File: config.mk
export PLATFORM = sky130hd
export DESIGN_NAME = rps_ctrl
export DESIGN_NICKNAME = d
export VERILOG_FILES = /design/src/sv/rps_pkg.sv /design/src/sv/rps_ctrl.sv
export SDC_FILE = /design/constraint.sdc
export NUM_CORES = 1
export LEC_CHECK = 0
export ABC_AREA = 1
export BUFFER_PORTS_ARGS = -buffer_cell sky130_fd_sc_hd__clkbuf_2
export CORE_AREA = 2 2 39 41
export DETAILED_ROUTE_END_ITERATION = 8
export DIE_AREA = 0 0 41 43
export RECOVER_POWER = 25
export SYNTH_ARGS = -nofsm -noshare
export SYNTH_HDL_FRONTEND = slang
export SYNTH_SLANG_ARGS = --single-unit
File: constraint.sdc
create_clock -name i_clk -period 2.05 [get_ports i_clk]
set_input_delay 0.41 -clock i_clk [delete_from_list [all_inputs] [get_ports i_clk]]
set_output_delay 0.41 -clock i_clk [all_outputs]
set_load 0.03 [all_outputs]
File: src/sv/rps_pkg.sv
// shared types, codes and constants of the radiation pressure scalar stream
package rps_pkg;

    localparam int COUNT_WIDTH_DEF = 32;
    localparam int EXP_W           = 13;

    localparam logic [63:0] POS_INF_BITS = 64'h7FF0_0000_0000_0000;
    localparam logic [63:0] NEG_INF_BITS = 64'hFFF0_0000_0000_0000;

    // exponent of the lowest significand bit of a subnormal double
    localparam logic signed [EXP_W-1:0] LSB_EXP_MIN = -13'sd1074;

    typedef enum logic [3:0] {
        S_IDLE,
        S_UNPACK,
        S_ENORM,
        S_DIVLD,
        S_DIV,
        S_QRND,
        S_QNORM,
        S_SQLOAD,
        S_SQRT,
        S_SRND,
        S_MUL,
        S_MRND,
        S_FINISH
    } t_state;

    typedef enum logic [3:0] {
        OP_NONE,
        OP_LOAD,
        OP_UNPACK,
        OP_NORM,
        OP_DIVLD,
        OP_DIV,
        OP_QRND,
        OP_SQLOAD,
        OP_SQRT,
        OP_SRND,
        OP_MUL,
        OP_MRND,
        OP_FINISH
    } t_op;

    typedef struct packed {
        t_op op;
    } t_cmd;

    typedef struct packed {
        logic cell_ok;
        logic e_zero;
        logic m_zero;
        logic norm_done;
        logic div_done;
        logic sqrt_done;
        logic mul_done;
        logic out_free;
    } t_sts;

    typedef struct packed {
        logic [63:0] scalar_bits;
        logic        cell_valid;
        logic        pass_done;
        logic [63:0] min_energy_bits;
        logic [63:0] max_energy_bits;
        logic [63:0] min_scalar_bits;
        logic [63:0] max_scalar_bits;
        logic [31:0] invalid_count;
        logic        pass_ok;
    } t_result;

endpackage

File: src/sv/rps_ctrl.sv
// sequencing state machine of the radiation pressure scalar stream
module rps_ctrl import rps_pkg::*; (
    input  logic i_clk,
    input  logic i_rst_n,
    input  logic i_in_valid,
    input  t_sts i_sts,
    output logic o_in_ready,
    output t_cmd o_cmd
);

    t_state r_state, n_state;
    logic   r_second;

    always_ff @(posedge i_clk) begin
        if (!i_rst_n) begin
            r_state  <= S_IDLE;
            r_second <= 1'b0;
        end else begin
            r_state <= n_state;
            if (r_state == S_IDLE) begin
                r_second <= 1'b0;
            end else if (r_state == S_SRND) begin
                r_second <= 1'b1;
            end
        end
    end

    always_comb begin
        n_state = r_state;
        unique case (r_state)
            S_IDLE:   if (i_in_valid) n_state = S_UNPACK;
            S_UNPACK: begin
                if (!i_sts.cell_ok || i_sts.e_zero) n_state = S_FINISH;
                else                                n_state = S_ENORM;
            end
            S_ENORM:  if (i_sts.norm_done) n_state = S_DIVLD;
            S_DIVLD:  n_state = S_DIV;
            S_DIV:    if (i_sts.div_done) n_state = S_QRND;
            S_QRND:   n_state = S_QNORM;
            S_QNORM: begin
                if (i_sts.m_zero)         n_state = S_FINISH;
                else if (i_sts.norm_done) n_state = S_SQLOAD;
            end
            S_SQLOAD: n_state = S_SQRT;
            S_SQRT:   if (i_sts.sqrt_done) n_state = S_SRND;
            S_SRND:   n_state = r_second ? S_MUL : S_SQLOAD;
            S_MUL:    if (i_sts.mul_done) n_state = S_MRND;
            S_MRND:   n_state = S_FINISH;
            S_FINISH: if (i_sts.out_free) n_state = S_IDLE;
            default:  n_state = S_IDLE;
        endcase
    end

    always_comb begin
        o_in_ready = 1'b0;
        o_cmd.op   = OP_NONE;
        unique case (r_state)
            S_IDLE: begin
                o_in_ready = 1'b1;
                if (i_in_valid) o_cmd.op = OP_LOAD;
            end
            S_UNPACK: o_cmd.op = OP_UNPACK;
            S_ENORM:  o_cmd.op = OP_NORM;
            S_DIVLD:  o_cmd.op = OP_DIVLD;
            S_DIV:    o_cmd.op = OP_DIV;
            S_QRND:   o_cmd.op = OP_QRND;
            S_QNORM:  o_cmd.op = OP_NORM;
            S_SQLOAD: o_cmd.op = OP_SQLOAD;
            S_SQRT:   o_cmd.op = OP_SQRT;
            S_SRND:   o_cmd.op = OP_SRND;
            S_MUL:    o_cmd.op = OP_MUL;
            S_MRND:   o_cmd.op = OP_MRND;
            S_FINISH: if (i_sts.out_free) o_cmd.op = OP_FINISH;
            default:  o_cmd.op = OP_NONE;
        endcase
    end

endmodule

* After elaboration in Yosys (flattened, before gate mapping)
Index checks and enable logic that the tools add are counted.
** Word-level totals
- Output and inout port bits :: 5
- Register bits after elaboration :: 5
- Input port bits :: 11
- Logic and storage cells :: 43
** Operators by class
- Equality and inequality tests :: 19
- Mux-type cells :: 15
- Bitwise logic cells :: 1
- Reductions and logical operators :: 6
** Operators by type and width (number)
- one-hot mux 4 bit (13 select lines) :: 1
- one-hot mux 4 bit (12 select lines) :: 1
- two-way mux 4 bit :: 11
- equality test 4 bit (second input constant) :: 5
- equality test 4 x 3 -> 1 bit (second input constant) :: 4
- inequality test 2 bit (second input constant) :: 6
- equality test 4 x 2 -> 1 bit (second input constant) :: 2
- AND reduction 7 bit :: 1
- equality test 4 x 1 -> 1 bit (second input constant) :: 1
- logical NOT 4 bit :: 1
- OR reduction 2 bit :: 2
- inequality test 3 bit (second input constant) :: 1
- two-way mux 1 bit :: 2
- logical NOT 1 bit :: 1
- logical OR 1 bit :: 1
- NOT 1 bit :: 1

* Logic depth before layout (Yosys ltp)
Gate-level depths: netlist of the first run.
- Depth after elaboration :: 4
- Gate-level depth with buffers :: 9
- Depth with buffers taken out :: 9

* Worst setup path after synthesis of the first run
No wires, ideal clock.
- Path kind :: reg-to-output
- From :: register r_state[3]
- To :: output o_cmd[0] (netlist bit)
- Required time :: 1.640 ns
- Data arrival time :: 1.536 ns
- Path buffers :: 0
- Cell stages (with the launch flop) :: 6
- Setup slack :: 0.104 ns
- Cells stage by stage :: dfxtp_1 -> nor2_1 -> inv_1 -> nor2_1 -> nand2_1 -> o2111ai_1
** RTL lines
- start, declared :: RTL line rps_ctrl.sv:11 : t_state r_state, n_state;
- start signal, assigned :: RTL line rps_ctrl.sv:19 : r_state <= n_state;
- end, declared :: RTL line rps_ctrl.sv:8 : output t_cmd o_cmd

==> qor.csv, run 1 <==
stage,metric,value,unit
sta,fin_crit,1890,ps
grt,antenna_found_initial,0,
final_layout,fin_util,46.8,%
die,io_pins,16,
grt,grt_pass1_wl,2210,um
synthesis,synth_top_area_share,19.6,%
power_and_ir_drop,powerDensity,1650,mW/mm^2
synthesis,avgSynthCellArea,5.44,um^2
drt,routed_via_density,5.01,
synthesis,synth.distinct_cells,17,
cts,cts.sinks,5,
setup_path,worstSetupStartpointType,flip-flop,
final_layout,fin_area,648,um^2
sta,hold_violations,0,
die,fp.dieH,43,um
setup_path,cp-end-kind,output pin,
drt,first_pass_iters,4,
power_and_ir_drop,ir_worst_vdd,0.000701,V
sta,min_period_over_period,92.2,%
drt,drc,0,
placement,gp_congestion,0.751,
die,std_cell_rows,14,
setup_path,critPathKind,reg2out,
hold_path,min_path_cells,3,
synthesis,seq_area_frac_synth,19.6,%
cts,cts_tree,done,
hold_path,hold_path_class,in2reg,
sta,finalMaxSlewViolations,0,
sta,grt_setup_unrepaired,no,
placement,dp_hpwl,1100,um
die,dieArea,0.00176,mm^2
sta,fin_skew,0.433,ps
synthesis,synth-edff-count,0,
final_layout,fin_nets,125,
cts,root_buffer,clkbuf_4,
run,cap_violations,0,
cts,cts_max_path_buffers,2,
power_and_ir_drop,p_total,1070,uW
grt,grt_pass1_vias,537,
synthesis,synth_nets,105,
sta,setup_tns,0,ps
placement,dpl_cell_area,602,um^2
cts,insertion_delay,240,ps
synthesis,yosys_warnings,0,
setup_path,critPathMaxFanout,6,
synthesis,synth.area.top_cells,"dfxtp_1 20%, nand2_1 18%, nand3_1 15%",
power_and_ir_drop,leakagePower,0.000358,uW
placement,port_buffers,15,
outcome,status,"complete, no violations",
setup_path,cp.arrival,1480,ps
drt,drt-initial-drc-count,12,
drt,via_count,646,
final_layout,fill_cells,170,
synthesis,synthCells,94,
cts,h-tree-depth,1,
synthesis,syn-cell-area,512,um^2
setup_path,reg2reg_depth,8,
synthesis,synthArstFlopShare,0,%
synthesis,synth_most_common_cell,nand2_1,
grt,overflow,0,
final_layout,layout-drive-gt1-share,25.7,%
synthesis,ys_ff_latch,5,
cts,clk_transition_reported_paths,40,ps
final_layout,area_delta_synth_final,26.7,%
die,die_x,41,um
sta,fmax,529,MHz
synthesis,ys.flop_type,dfxtp_1,
final_layout,antenna_cells_inserted,0,
drt,wl_per_cell,10.3,um
drt,routed_wl,1330,um
drt,postRouteAntennaNets,0,
die,initial_core_util,37.0,%
grt,grt_usage,18.1,%
synthesis,yosys.area.top_type,dfxtp_1,
cts,cts_buffers,3,
synthesis,synth_common_cells,"24 x nand2_1, 17 x nor2_1, 15 x nand3_1",
sta,max-slew-margin-rel,74.7,%
setup_path,critPathRequiredTime,1640,ps
die,core_area,0.00138,mm^2
sta,worst_slew_pin_slew,379,ps
sta,finalSetupViolCount,0,
grt,grt_max_degree,9,
-- layer usage --
layer	vias up	global-route usage, %	routed length (um)
met4	0	10.0	0
met5	-	0	0
met1	283	26.8	592
met2	25	24.7	653
li1	338	-	-
met3	0	1.57	84
-- state kept, by name (all words and copies together), names as in the netlist --
register and cells:
r_state 4, r_second 1
-- logic make-up (layout without fill, tap and decap cells) --
logic type             count (synthesis)  after routing  synth area share (%)
buffers and inverters                 16             35                  12.0
DFF                                    5              5                  19.6
AOI/OAI and AO/OA                      9              9                  10.8
and+or+nand+nor                       64             64                  57.7
-- cell type report --
cell class              instances  area (um^2)  share of cell area (%)
clock buffers                   4         26.3                    4.05
inverters                      15         56.3                    8.69
multi-input cells              73          360                    55.6
flip-flops and latches          5          103                    15.8
well taps                      16         20.0                    3.09
repair buffers                 16         82.6                    12.7
-- worst max-delay path: stages (launching register included) --
cell and delay, ps:
dfxtp_2 390, inv_2 90, nor2_4 150, inv_1 70, nor2_1 170, nor2_1 60
o211ai_1 80, clkbuf_2 230
-- per-stage QoR --
stage | worst slack [ps] | instances | hold WS (ps)
floorplan | 104 | 94 | 475
global placement | 222 | 124 | 498
detailed placement | 254 | 124 | 513
CTS | 63.2 | 128 | 419
global route | 12.1 | 129 | 425
finish | 159 | 129 | 415
-- cell usage in the layout, fill, tap and decap left out, types with 2 or more instances in the layout --
| master | instances |
|---|---|
| nor2_4 | 4 |
| nor2_2 | 2 |
| clkbuf_4 | 3 |
| nand3_1 | 15 |
| a21oi_1 | 3 |
| nand2_1 | 24 |
| o211ai_1 | 2 |
| inv_1 | 14 |
| nor2_1 | 15 |
| nand3b_1 | 2 |
| clkbuf_2 | 14 |
| dfxtp_2 | 2 |
| o21ai_0 | 2 |
| dfxtp_1 | 3 |
-- repair_timing --
action | CTS | global route
hold buffers | 0 | 0
endpoints found under the setup margin | 1 | 2
resized for setup | 1 | 5
buffers inserted | 0 | 1
pin swaps | 0 | 1
gates cloned | 0 | 0
-- path summary, 6_finish.rpt --
check                                start          to  slack, ps
worst max-delay path            r_state[1]    o_cmd[1]        160
worst min-delay path               i_rst_n  r_state[2]        410
worst max register to register  r_state[0]  r_state[2]        610
worst min register to register    r_second    r_second        520
-- where the power goes --
group / internal (uW) / switching [uW] / leakage, uW
combinational: 245 / 495 / 0.000301
clock: 73.4 / 37.4 / 0.0000150
sequential: 135 / 82.6 / 0.0000419
total: 453 / 615 / 0.000358
(Power assumes the default switching activity.)
==> run 2, diff against run 1 <==
- PLACE_DENSITY: not set -> 0.59
==> run 2 against run 1 <==
Net effect:
- non-clock buffer count unchanged
- routed wire length decreased by 0.90%
- global-route usage down 1.3 points
- highest routed layer unchanged
- sequential power shrank 6%
- register-to-register slack better by 90 ps
- clock skew rose by 2.4 ps
- final area is 0.58% lower
==> qor.csv, run 2 (synthesized netlist as in run 1, its figures left out) <==
stage,metric,value,unit,change
sta,finalSetupViolCount,0,,unchanged
sta,min_period_over_period,93.7,%,was 92.2%
grt,overflow,0,,unchanged
setup_path,critPathMaxFanout,7,,was 6
power_and_ir_drop,p_total,1050,uW,was 1070 uW
setup_path,worstSetupStartpointType,flip-flop,,unchanged
final_layout,final_cell_mix,"24 x nand2_1, 15 x nand3_1, 15 x nor2_1",,unchanged
final_layout,layout-drive-gt1-share,24.8,%,was 25.7%
setup_path,worst_path_largest_cell_delay,390,ps,about the same
drt,drt-initial-drc-count,25,,was 12
die,initial_core_util,37.0,%,unchanged
placement,port_buffers,15,,unchanged
final_layout,final_cell_count_no_fill,129,,unchanged
final_layout,antenna_cells_inserted,0,,unchanged
cts,cts_max_path_buffers,2,,unchanged
sta,worst_slew_pin_slew,398,ps,was 379 ps
hold_path,min_to,r_state[2],,unchanged
drt,routed_via_density,4.94,,was 5.01
cts,clk_transition_reported_paths,40,ps,about the same
cts,cts_buffers,3,,unchanged
die,core_area,0.00138,mm^2,unchanged
cts,h-tree-depth,1,,unchanged
power_and_ir_drop,leakagePower,0.000357,uW,was 0.000358 uW
setup_path,cp-end-kind,output pin,,unchanged
sta,max-slew-margin-rel,73.4,%,was 74.7%
cts,cts_tree,done,,unchanged
placement,post-place-cells,125,,was 124
sta,fin_skew,2.85,ps,was 0.433 ps
final_layout,area_delta_synth_final,25.9,%,was 26.7%
sta,setup_tns,0,ps,unchanged
final_layout,largest_reg_flops,4,,unchanged
cts,post_cts_buffers,0,,unchanged
placement,gp_congestion,0.823,,was 0.751
drt,routed_wl,1320,um,was 1330 um
final_layout,regMostFlops,r_state,,unchanged
setup_path,critical_path.cell_chain,nor2_2 -> inv_1 -> nor2_2 -> nand2_1 -> o2111ai_1 -> clkbuf_4,,was inv_2 -> nor2_4 -> inv_1 -> nor2_1 -> nor2_1 -> o211ai_1 -> clkbuf_2
drt,via_count,637,,was 646
setup_path,reg2reg_depth,7,,was 8
grt,grt_max_degree,9,,unchanged
setup_path,cp_slowest_cell,dfxtp_1,,was dfxtp_2
setup_path,critPathRequiredTime,1640,ps,about the same
hold_path,hold_path_class,in2reg,,unchanged
placement,dpl_cell_area,609,um^2,was 602 um^2
grt,grt_pass1_wl,2100,um,was 2210 um
drt,first_pass_iters,4,,unchanged
die,io_pins,16,,unchanged
hold_path,min_path_cells,3,,unchanged
setup_path,crit_top_cell,nor2_2,,was nor2_1
die,dieArea,0.00176,mm^2,unchanged
setup_path,cp.arrival,1510,ps,was 1480 ps
final_layout,reg.largest.list,"r_state (4), r_second (1)",,unchanged
sta,whs,419,ps,was 415 ps
final_layout,final_common_cell,nand2_1,,unchanged
cts,root_buffer,clkbuf_4,,unchanged
sta,hold_violations,0,,unchanged
setup_path,reg2reg_from,r_state[0],,unchanged
final_layout,fill_cells,158,,was 170
die,die_x,41,um,unchanged
final_layout,multi_input_area,355,um^2,was 360 um^2
drt,drc,0,,unchanged
setup_path,reg2reg_slack,700,ps,was 610 ps
final_layout,fin_area,644,um^2,was 648 um^2
final_layout,fin_nets,125,,unchanged
hold_path,timing.hold.worst.start,i_rst_n,,unchanged
sta,fmax,521,MHz,was 529 MHz
final_layout,seq_area,101,um^2,was 103 um^2
sta,finalMaxSlewViolations,0,,unchanged
drt,wl_per_cell,10.2,um,was 10.3 um
grt,grt_pass1_vias,501,,was 537
cts,cts_resized,1,,unchanged
cts,insertion_delay,230,ps,was 240 ps
die,fp.dieH,43,um,unchanged
drt,postRouteAntennaNets,0,,unchanged
setup_path,reg2reg_to,r_state[2],,unchanged
cts,cts.sinks,5,,unchanged
power_and_ir_drop,powerDensity,1630,mW/mm^2,was 1650 mW/mm^2
sta,fin_crit,1920,ps,was 1890 ps
die,std_cell_rows,14,,unchanged
cts,cts_hold_buf,0,,unchanged
placement,dp_hpwl,1070,um,was 1100 um
setup_path,critPathKind,reg2out,,unchanged
sta,grt_setup_unrepaired,no,,unchanged
grt,grt_usage,16.9,%,was 18.1%
grt,antenna_found_initial,0,,unchanged
run,cap_violations,0,,unchanged
power_and_ir_drop,ir_worst_vdd,0.000886,V,was 0.000701 V
outcome,status,"complete, no violations",,unchanged
==> run 2: how the worst max path moves through the flow <==
stage,end,cells after the start,slack (ps),start
floorplan,o_cmd[0],5,100,r_state[3]
global placement,o_cmd[0],6,310,r_state[3]
detailed placement,o_cmd[0],6,250,r_state[3]
CTS,o_cmd[0],6,70,r_state[3]
global route,o_cmd[0],6,30,r_state[0]
finish,o_cmd[0],6,130,r_state[3]
==> run 2: final cells by class <==
type	instances	share of cell area [%]
Timing Repair Buffer	16	13.2
Multi-Input combinational cell	73	55.1
Tap cell	16	3.11
Clock buffer	4	4.08
Sequential cell	5	15.7
Inverter	15	8.74
==> run 2: where the power goes <==
group | internal (uW) | total (uW) | switching [uW]
logic | 238 | 740 | 502
registers | 133 | 204 | 70.5
clock network | 73.3 | 109 | 35.4
==> run 2: worst max-delay path, delay by kind of cell, from the launching register on <==
family / cells / cell delay [ps]
AOI/OAI and AO/OA: 1 / 90
DFF: 1 / 390
and+or+nand+nor: 3 / 470
buffers and inverters: 2 / 310
==> run 2: through the flow <==
| step | utilization (%) | setup slack [ps] |
|---|---|---|
| global route | 46.6 | 29.4 |
| CTS | 46.1 | 67.3 |
| floorplan | - | 104 |
| finish | 46.6 | 129 |
| global placement | 44.0 | 307 |
| detailed placement | 44.0 | 251 |
==> run 2: routing by layer <==
metal / global-route usage (%) / wire length (um) / up-vias / share of wire (%)
li1: - / - / 342 / -
met1: 26.7 / 675 / 274 / 51
met2: 22.8 / 577 / 21 / 44
met3: 1.57 / 65 / 0 / 4.9
met4: 6.00 / 0 / 0 / 0
met5: 0 / 0 / - / 0
